File: src/rtl/rgbhsv_pkg.sv
// Shared types, constants and helper functions for the RGB to HSV converter.
// No dependencies.
`timescale 1ns / 1ps

package rgbhsv_pkg;

    localparam int HueSector = (360 + 5) / 6;
    localparam int HueFull   = 360;
    localparam int ChanFull  = 255;
    localparam int PctFull   = 100;
    localparam int SatSteps  = 8;
    localparam int HueSteps  = 6;

    typedef enum logic [1:0] {
        SEC_RED,
        SEC_GREEN,
        SEC_BLUE
    } t_sector;

    typedef struct packed {
        logic          active;
        t_sector       sector;
        logic          neg;
        logic [7:0]    mx;
        logic [7:0]    delta;
        logic [7:0]    mag;
    } t_front;

    typedef struct packed {
        logic          active;
        t_sector       sector;
        logic          neg;
        logic [7:0]    mx;
        logic [7:0]    delta;
        logic [6:0]    bright;
        logic [7:0]    rem1;
        logic [7:0]    dlow1;
        logic [7:0]    quo1;
        logic [7:0]    rem2;
        logic [5:0]    dlow2;
        logic [5:0]    quo2;
    } t_div_stage;

    // Scales 0..255 to a truncated percentage, x*100/255, by a reciprocal.
    function automatic logic [6:0] pct_of(input logic [7:0] v);
        logic [15:0] x;
        logic [15:0] y;
        x = 16'(v) * 16'(PctFull);
        y = x + 16'd1 + (x >> 8);
        return y[14:8];
    endfunction

    // One restoring step of each divider; the hue divider stops after its last bit.
    function automatic t_div_stage div_step(input t_div_stage s, input logic do_hue);
        t_div_stage  n;
        logic [8:0]  t1;
        logic [8:0]  t2;
        n  = s;
        t1 = {s.rem1, s.dlow1[7]};
        n.dlow1 = {s.dlow1[6:0], 1'b0};
        if (t1 >= {1'b0, s.mx}) begin
            n.rem1 = 8'(t1 - {1'b0, s.mx});
            n.quo1 = {s.quo1[6:0], 1'b1};
        end else begin
            n.rem1 = t1[7:0];
            n.quo1 = {s.quo1[6:0], 1'b0};
        end
        if (do_hue) begin
            t2 = {s.rem2, s.dlow2[5]};
            n.dlow2 = {s.dlow2[4:0], 1'b0};
            if (t2 >= {1'b0, s.delta}) begin
                n.rem2 = 8'(t2 - {1'b0, s.delta});
                n.quo2 = {s.quo2[4:0], 1'b1};
            end else begin
                n.rem2 = t2[7:0];
                n.quo2 = {s.quo2[4:0], 1'b0};
            end
        end
        return n;
    endfunction

endpackage

File: src/rtl/rgb_to_hsv_convert.sv
// Top level of the RGB to HSV converter: pipelined front end, two dividers, output stage.
// Depends on rgbhsv_pkg.
`timescale 1ns / 1ps

// Converts one 8-bit RGB pixel per request into hue (0..359 degrees),
// saturation and brightness (0..100 percent).
// Input channel: i_valid with i_red, i_green, i_blue; a request is taken
// at a clock edge where i_valid is high and o_stall is low.
// Output channel: o_valid with o_hue, o_saturation, o_brightness; a result
// is taken at an edge where o_valid is high and i_stall is low.
// From request to result: one stage finds the largest channel, one forms
// the dividends, eight stages each retire one saturation quotient bit (the
// first six also a hue bit), and one stage scales the results.
// Throughput is one pixel per cycle while the receiver does not stall.
// Reset clears every valid bit of the pipeline.
// While the receiver stalls a waiting result, the whole pipeline holds and
// o_stall is raised, so nothing is lost or repeated.
module rgb_to_hsv_convert (
    input  logic       i_clk,
    input  logic       i_rst_n,
    input  logic       i_valid,
    output logic       o_stall,
    input  logic [7:0] i_red,
    input  logic [7:0] i_green,
    input  logic [7:0] i_blue,
    output logic       o_valid,
    input  logic       i_stall,
    output logic [8:0] o_hue,
    output logic [6:0] o_saturation,
    output logic [6:0] o_brightness
);
    import rgbhsv_pkg::*;

    logic       en;
    t_front     n_a;
    t_front     r_a;
    logic       r_a_vld;
    t_div_stage n_st [0:SatSteps];
    t_div_stage r_st [0:SatSteps];
    logic       r_vld [0:SatSteps];
    logic [7:0] mn;
    logic [7:0] opa;
    logic [7:0] opb;
    logic [15:0] dvd1;
    logic [13:0] dvd2;
    logic [8:0] n_hue;
    logic [6:0] n_sat;
    logic [8:0] quo2_ext;
    logic       r_out_vld;
    logic [8:0] r_hue;
    logic [6:0] r_sat;
    logic [6:0] r_bright;

    assign en      = !(r_out_vld && i_stall);
    assign o_stall = !en;

    always_comb begin
        mn = i_red;
        if (i_green < mn) begin
            mn = i_green;
        end
        if (i_blue < mn) begin
            mn = i_blue;
        end
        if (i_red >= i_green && i_red >= i_blue) begin
            n_a.sector = SEC_RED;
            n_a.mx     = i_red;
            opa        = i_green;
            opb        = i_blue;
        end else if (i_green >= i_blue) begin
            n_a.sector = SEC_GREEN;
            n_a.mx     = i_green;
            opa        = i_blue;
            opb        = i_red;
        end else begin
            n_a.sector = SEC_BLUE;
            n_a.mx     = i_blue;
            opa        = i_red;
            opb        = i_green;
        end
        n_a.delta  = n_a.mx - mn;
        n_a.active = (n_a.delta != 8'd0);
        n_a.neg    = (opa < opb);
        n_a.mag    = n_a.neg ? (opb - opa) : (opa - opb);
    end

    always_comb begin
        dvd1 = 16'(r_a.delta) * 16'(ChanFull);
        dvd2 = 14'(r_a.mag) * 14'(HueSector);
        n_st[0].active = r_a.active;
        n_st[0].sector = r_a.sector;
        n_st[0].neg    = r_a.neg;
        n_st[0].mx     = r_a.mx;
        n_st[0].delta  = r_a.delta;
        n_st[0].bright = pct_of(r_a.mx);
        n_st[0].rem1   = dvd1[15:8];
        n_st[0].dlow1  = dvd1[7:0];
        n_st[0].quo1   = 8'd0;
        n_st[0].rem2   = dvd2[13:6];
        n_st[0].dlow2  = dvd2[5:0];
        n_st[0].quo2   = 6'd0;
        for (int k = 0; k < SatSteps; k++) begin
            n_st[k + 1] = div_step(r_st[k], k < HueSteps);
        end
    end

    always_comb begin
        quo2_ext = 9'(r_st[SatSteps].quo2);
        n_sat    = 7'd0;
        n_hue    = 9'd0;
        if (r_st[SatSteps].active) begin
            n_sat = pct_of(r_st[SatSteps].quo1);
            case (r_st[SatSteps].sector)
                SEC_RED: begin
                    if (r_st[SatSteps].neg && quo2_ext != 9'd0) begin
                        n_hue = 9'(HueFull) - quo2_ext;
                    end else begin
                        n_hue = quo2_ext;
                    end
                end
                SEC_GREEN: begin
                    n_hue = r_st[SatSteps].neg ? 9'(2 * HueSector) - quo2_ext
                                               : 9'(2 * HueSector) + quo2_ext;
                end
                SEC_BLUE: begin
                    n_hue = r_st[SatSteps].neg ? 9'(4 * HueSector) - quo2_ext
                                               : 9'(4 * HueSector) + quo2_ext;
                end
                default: begin
                    n_hue = 9'd0;
                end
            endcase
        end
    end

    always_ff @(posedge i_clk) begin
        if (!i_rst_n) begin
            r_a_vld   <= 1'b0;
            r_out_vld <= 1'b0;
            for (int k = 0; k <= SatSteps; k++) begin
                r_vld[k] <= 1'b0;
            end
        end else if (en) begin
            r_a_vld   <= i_valid;
            r_vld[0]  <= r_a_vld;
            for (int k = 0; k < SatSteps; k++) begin
                r_vld[k + 1] <= r_vld[k];
            end
            r_out_vld <= r_vld[SatSteps];
        end
    end

    always_ff @(posedge i_clk) begin
        if (en) begin
            r_a <= n_a;
            for (int k = 0; k <= SatSteps; k++) begin
                r_st[k] <= n_st[k];
            end
            r_hue    <= n_hue;
            r_sat    <= n_sat;
            r_bright <= r_st[SatSteps].bright;
        end
    end

    assign o_valid      = r_out_vld;
    assign o_hue        = r_hue;
    assign o_saturation = r_sat;
    assign o_brightness = r_bright;

endmodule

File: config.mk
export PLATFORM = sky130hd
export DESIGN_NAME = rgb_to_hsv_convert
export DESIGN_NICKNAME = d
export VERILOG_FILES = /design/src/rtl/rgbhsv_pkg.sv /design/src/rtl/rgb_to_hsv_convert.sv
export SDC_FILE = /design/constraint.sdc
export NUM_CORES = 1
export LEC_CHECK = 0
export ABC_AREA = 1
export BUFFER_PORTS_ARGS = -buffer_cell sky130_fd_sc_hd__buf_4
export CORE_UTILIZATION = 23
export DETAILED_ROUTE_END_ITERATION = 12
export PLACE_DENSITY = 0.47
export SETUP_SLACK_MARGIN = 0.3
export SLEW_MARGIN = 25
export SYNTH_ARGS = -nofsm -noshare
export SYNTH_HDL_FRONTEND = slang
export SYNTH_SLANG_ARGS = --single-unit
File: constraint.sdc
create_clock -name i_clk -period 18.4 [get_ports i_clk]
set_input_delay 0.92 -clock i_clk [delete_from_list [all_inputs] [get_ports i_clk]]
set_output_delay 0.92 -clock i_clk [all_outputs]
set_load 0.02 [all_outputs]
==> flow_summary.ini, run 1 <==
[synthesis]
ys_types = 61
synth_compound_area_share_pct = 9.401
synth_mux_area_share_pct = 0.07302
synth_xor_area_share_pct = 3.569
ys_ff_latch = 494
syn_area_sq_um = 27420
synth_nets = 2706
synth_edf_count = 492
synthAdderAreaFrac_pct = 18.14
seq_area_frac_synth_pct = 54.03
synth-main-ff-cell = edfxtp_1
yosys.area_share.simple_pct = 8.479
postSynthAreaPerCell_sq_um = 11.82
ys_warn_count = 0
synthArstFlopShare_pct = 0
synthCells = 2319
synth_top_family_by_area = adder cells

[sta]
period_minus_slack_ps = 5112
report.final.slew_viol_count = 0
setup-tns-final_ps = 0
fin_crit_sh_pct = 27.78
grt_setup_unrepaired = no
fmax_mhz = 195.6
slew_headroom_pct = 35.93
fin_skew_ps = 51.97
whs_ps = 376.7
setup_viol = 0
timing_worst_slew_pin_value_ps = 961.1
hold_violations = 0

[route]
antenna_left = 0
routed_wl_um = 46360
drtPass1Iterations = 6
drt_iter0_drc = 664
route.detailed.drc = 0
vias = 15500
viasPerCell = 3.882
drt-wirelength-per-cell_um = 11.61

[finish]
final_cell_mix = edfxtp_1, inv_1, ha_1
area_growth_pct = 14.90
drive_gt1_share_pct = 11.68
n_antenna_cell = 0
fin_util_pct = 26.68
final_common_cell = edfxtp_1
layout.nets = 2800

[floorplan]
io-pin-count = 53
core-area_sq_um = 118100
rows = 126
die_w_um = 347.3
fp.dieArea_sq_um = 120600
initial_utilization_pct = 23.22
die_height_um = 347.3

[clock_network]
cts_tree = yes
cts-resized-gates = 0
clock-root-buffer = clkbuf_16
clock_latency_ps = 620
clk_pin_slew_ps = 60
hold_buffers = 0
cts_setup_buffers = 0
cts_sinks = 494
cts.htree.levels = 2
numCtsBuffers = 57
cts_max_path_buffers = 3

[place]
dp_hpwl_um = 34500
finalWeightedCongestion = 0.7972
port_buffers = 52

[worst_hold_path]
holdCritStartpoint = r_st[0][247]$_DFFE_PN_
hold_class = register to register
worstHoldPathCells = 0
holdPathEnd = r_st[0][319]$_DFFE_PN_

[setup_path]
cpMostUsedCell = nand2_1
required_ps = 18760
arrival_ps = 5470
crit_slowest_cell = fa_1
cp-start-kind = primary input
worstSetupPathType = primary input to register
crit_buf_inv = 4
r2r-end = r_st[0][50]$_DFFE_PN_
crit_family = simple AND/OR/NAND/NOR gates
cp_max_fo = 16
max_stage_delay_ps = 400
end_kind = register
ff2ff_setup_slack_ps = 13540
rr_worst_depth = 25
r2r-start = n_st[629]$_DFFE_PN_

[grt]
grt_pass1_wl_um = 77260
track_usage_pct = 7.693
grt_pass1_vias = 15590
grt-ovfl-total = 0
grt_max_degree = 184
antenna_found_initial = 0

[status]
status = finished, final reports clean

[job]
max_cap_viol_count = 0
layout make-up:
type / instances / area, sq um
flip-flops and latches: 494 / 14810
clock buffers: 65 / 1499
repair buffers: 58 / 451.7
fillers: 12170 / 86580
multi-input cells: 1396 / 10880
well taps: 1536 / 1922
inverters: 406 / 1526
clock inverters: 39 / 405.4
stage by stage:
| step | setup WS (ps) | instance area [sq um] | instances |
|---|---|---|---|
| floorplan | 3780 | 27420 | 2319 |
| global placement | 12800 | 29590 | 3890 |
| detailed placement | 12640 | 29590 | 3890 |
| CTS | 13320 | 31500 | 3994 |
| global route | 12770 | 31500 | 3994 |
| finish | 13290 | 31500 | 3994 |
state kept, by name (all words and copies together), names as in the netlist:
signal,count
o_saturation,7
r_a_vld,1
n_st,20
o_brightness,7
o_valid,1
o_hue,9
r_st,432
r_a,8
r_vld,9
synthesized netlist by cell type (3+ instances only):
library cell  number  area, sq um
o21ai_1           25        125.1
a21oi_1          148        740.7
nor2_1           177        664.4
a221oi_1           6        52.55
xnor2_1           38        332.8
o21bai_1           5        37.54
nor2_2            10        62.56
xor2_1            70        613.1
a21o_1            22        165.2
fa_1              64         1281
nand3_1           35        175.2
a311oi_1           3        26.28
o211ai_1           5        37.54
o21ai_2           20        175.2
nand2_4            4        45.04
nand2_1          230        863.3
ha_1             295         3691
or3_1              3        18.77
a221oi_2          13        195.2
nand2_2           20        125.1
edfxtp_1         492        14770
buf_6             15        168.9
or2_1              3        18.77
inv_1            400         1501
o21ai_0           66        330.3
or4_1              3        22.52
nand4_1           11        68.82
a211oi_1           9        67.56
clkbuf_1           6        22.52
a21oi_2           47        411.6
nor3_1            15        75.07
clkinv_1           3        11.26
o221ai_1           3        26.28
or2_2              7        43.79
o22ai_1            7        43.79
a31oi_1            3        18.77
layer usage:
layer | GRT usage, % | part of all wire, % | vias up
met5 | 0 | 0 | -
met4 | 2.420 | 2.5 | 0
met3 | 1.371 | 3.1 | 73
met2 | 13.42 | 49 | 157
met1 | 9.557 | 46 | 7106
li1 | - | - | 8168
cells by family (layout without fill, tap and decap cells):
group,after synthesis,in the layout
flip-flops,494,494
AO/OA/AOI/OAI,396,396
AND/OR/NAND/NOR,529,529
multiplexers,2,2
adder cells (fa/ha/maj),359,359
XOR/XNOR,110,110
buffers and inverters,429,568
worst max-delay path by stage:
stage | slack [ps] | depth (start not counted) | endpoint | from
floorplan | 3780 | 3 | r_vld[0]$_SDFFCE_PN0P_ | i_stall
global placement | 12800 | 26 | n_st[638]$_DFFE_PN_ | i_green[7]
detailed placement | 12640 | 26 | n_st[638]$_DFFE_PN_ | i_green[7]
CTS | 13320 | 26 | n_st[638]$_DFFE_PN_ | i_green[7]
global route | 12770 | 27 | n_st[638]$_DFFE_PN_ | i_green[7]
finish | 13290 | 28 | n_st[638]$_DFFE_PN_ | i_green[7]
worst reg2reg max path, delay by kind of cell (launching register included):
family | cells | cell delay, ps
buffers and inverters | 4 | 290
flip-flops | 1 | 520
XOR/XNOR | 2 | 440
adder cells (fa/ha/maj) | 5 | 1760
AND/OR/NAND/NOR | 10 | 900
AO/OA/AOI/OAI | 4 | 700
Power of run 1 is left out: the tool's default activity adds up to more than one toggle a clock period on the data nets, which glitch-free logic cannot reach.
==> run 2: changes to the inputs <==
==> constraint.sdc (replaced) <==
create_clock -name i_clk -period 4.8 [get_ports i_clk]
set_input_delay 0.24 -clock i_clk [delete_from_list [all_inputs] [get_ports i_clk]]
set_output_delay 0.24 -clock i_clk [all_outputs]
set_load 0.02 [all_outputs]
==> run 2 against run 1 <==
Sequential cell count did not move; utilization rose by 0.53 points; register-to-register slack got worse by 13000 ps; highest routed layer unchanged.
==> flow_summary.ini, run 2 (synthesized netlist as in run 1, its figures left out) <==
[status]
status = finished, final reports clean

[grt]
grt_pass1_vias = 15760
track_usage_pct = 7.679
grt-ovfl-total = 0
grt_max_degree = 151
antenna_found_initial = 0
grt_pass1_wl_um = 77180

[setup_path]
end_kind = register
r2r-start = r_st[0][591]$_DFFE_PN_
arrival_ps = 4680
cp_max_fo = 4
worstSetupPathType = register to register
cp-start-kind = register
startpoint = r_st[0][591]$_DFFE_PN_
required_ps = 5140
rr_worst_depth = 28
r2r-end = o_saturation[4]$_SDFFCE_PN0N_
ff2ff_setup_slack_ps = 470
cpMostUsedCell = nand2_1
crit_end = o_saturation[4]$_SDFFCE_PN0N_
max_stage_delay_ps = 500
crit_slowest_cell = fa_1

[finish]
final_common_cell = edfxtp_1
final_cell_mix = edfxtp_1, inv_1, ha_1
largest_register_ffs = 432
top_register = r_st
n_antenna_cell = 0
area_growth_pct = 17.19
fin_util_pct = 27.21
n_fill_cell = 12120
drive_gt1_share_pct = 15.43
layout.nets = 2847

[route]
drtPass1Iterations = 4
drt-wirelength-per-cell_um = 11.48
viasPerCell = 3.899
drt_iter0_drc = 702
route.detailed.drc = 0
antenna_left = 0
routed_wl_um = 46440
vias = 15770

[clock_network]
cts_sinks = 494
cts_tree = yes
clk_pin_slew_ps = 60
numCtsBuffers = 56
clock-root-buffer = clkbuf_16
cts_max_path_buffers = 3
cts.htree.levels = 2
clock_latency_ps = 610

[worst_hold_path]
hold_class = primary input to register

[sta]
setup_viol = 0
report.final.slew_viol_count = 0
fin_crit_sh_pct = 90.29
timing_worst_slew_pin_value_ps = 794.4
fmax_mhz = 230.7
period_minus_slack_ps = 4334
setup-tns-final_ps = 0
grt_setup_unrepaired = yes
fin_skew_ps = 27.80
slew_headroom_pct = 47.04
hold_violations = 0

[floorplan]
io-pin-count = 53
core-area_sq_um = 118100
initial_utilization_pct = 23.22
fp.dieArea_sq_um = 120600
die_w_um = 347.3
die_height_um = 347.3
rows = 126

[place]
finalWeightedCongestion = 0.7911
dp_hpwl_um = 34160
port_buffers = 52

[job]
max_cap_viol_count = 0
==> run 2: cell types whose count changed in the layout (fill, tap and decap cells not counted), sizes merged <==
| cell | previous run | this run |
|---|---|---|
| buf | 58 | 104 |
| bufinv | 6 | 5 |
| clkbuf | 65 | 69 |
| clkinv | 25 | 26 |
| clkinvlp | 9 | 6 |
| dlygate4sd3 | 0 | 2 |
| inv | 405 | 406 |
==> run 2: layout make-up <==
cell class	instances	area (sq um)	area share [%]
clock buffers	69	1450	4.513
flip-flops and latches	494	14810	46.11
inverters	406	1529	4.759
repair buffers	106	837.1	2.605
clock inverters	37	356.6	1.110
multi-input cells	1396	11220	34.93
well taps	1536	1922	5.981
==> run 2: through the flow <==
step                hold slack, ps  setup WS, ps  instance area, sq um  std cells
floorplan                    347.3         340.7                 27430       2319
global placement             400.6         64.93                 29700       3901
detailed placement           404.5         17.75                 29700       3901
CTS                          46.22         295.7                 31730       4029
global route                 86.80         250.7                 32130       4044
finish                       105.5         465.9                 32130       4044
==> run 2: what timing repair did <==
action / 4_1_cts / 5_1_grt
setup buffers: 20 / 15
hold endpoints to repair: 2 / 0
gates resized for setup: 10 / 65
pin swaps: 15 / 67
hold buffers: 2 / 0
setup endpoints to repair: 7 / 19
==> run 2: how the worst min path moves through the flow <==
stage / from / end / slack, ps / cells past startpoint
floorplan: i_rst_n / o_valid$_SDFFE_PN0N_ / 350 / 2
global placement: r_st[0][355]$_DFFE_PN_ / r_st[0][427]$_DFFE_PN_ / 400 / 0
detailed placement: r_st[0][615]$_DFFE_PN_ / o_brightness[3]$_DFFE_PN_ / 400 / 0
CTS: i_red[0] / n_st[627]$_DFFE_PN_ / 50 / 3
global route: i_red[0] / n_st[627]$_DFFE_PN_ / 90 / 3
finish: i_red[0] / n_st[627]$_DFFE_PN_ / 110 / 3
==> run 2: layer usage <==
metal,global-route usage (%),vias up,part of all wire [%],wire (um)
met5,0,-,0,0
met3,1.205,69,2.9,1327
li1,-,8267,-,-
met1,9.585,7289,46,21560
met2,13.51,141,48,22510
met4,2.339,0,2.2,1038
==> run 2: critical path, delay by kind of cell, from the launching register on <==
kind | cells | cell delay (ps)
buf+inv | 6 | 570
flops | 1 | 440
xor+xnor | 1 | 160
simple gates | 11 | 860
fa+ha+maj | 5 | 1510
compound gates | 5 | 570
Power of run 2 is left out for the same reason.
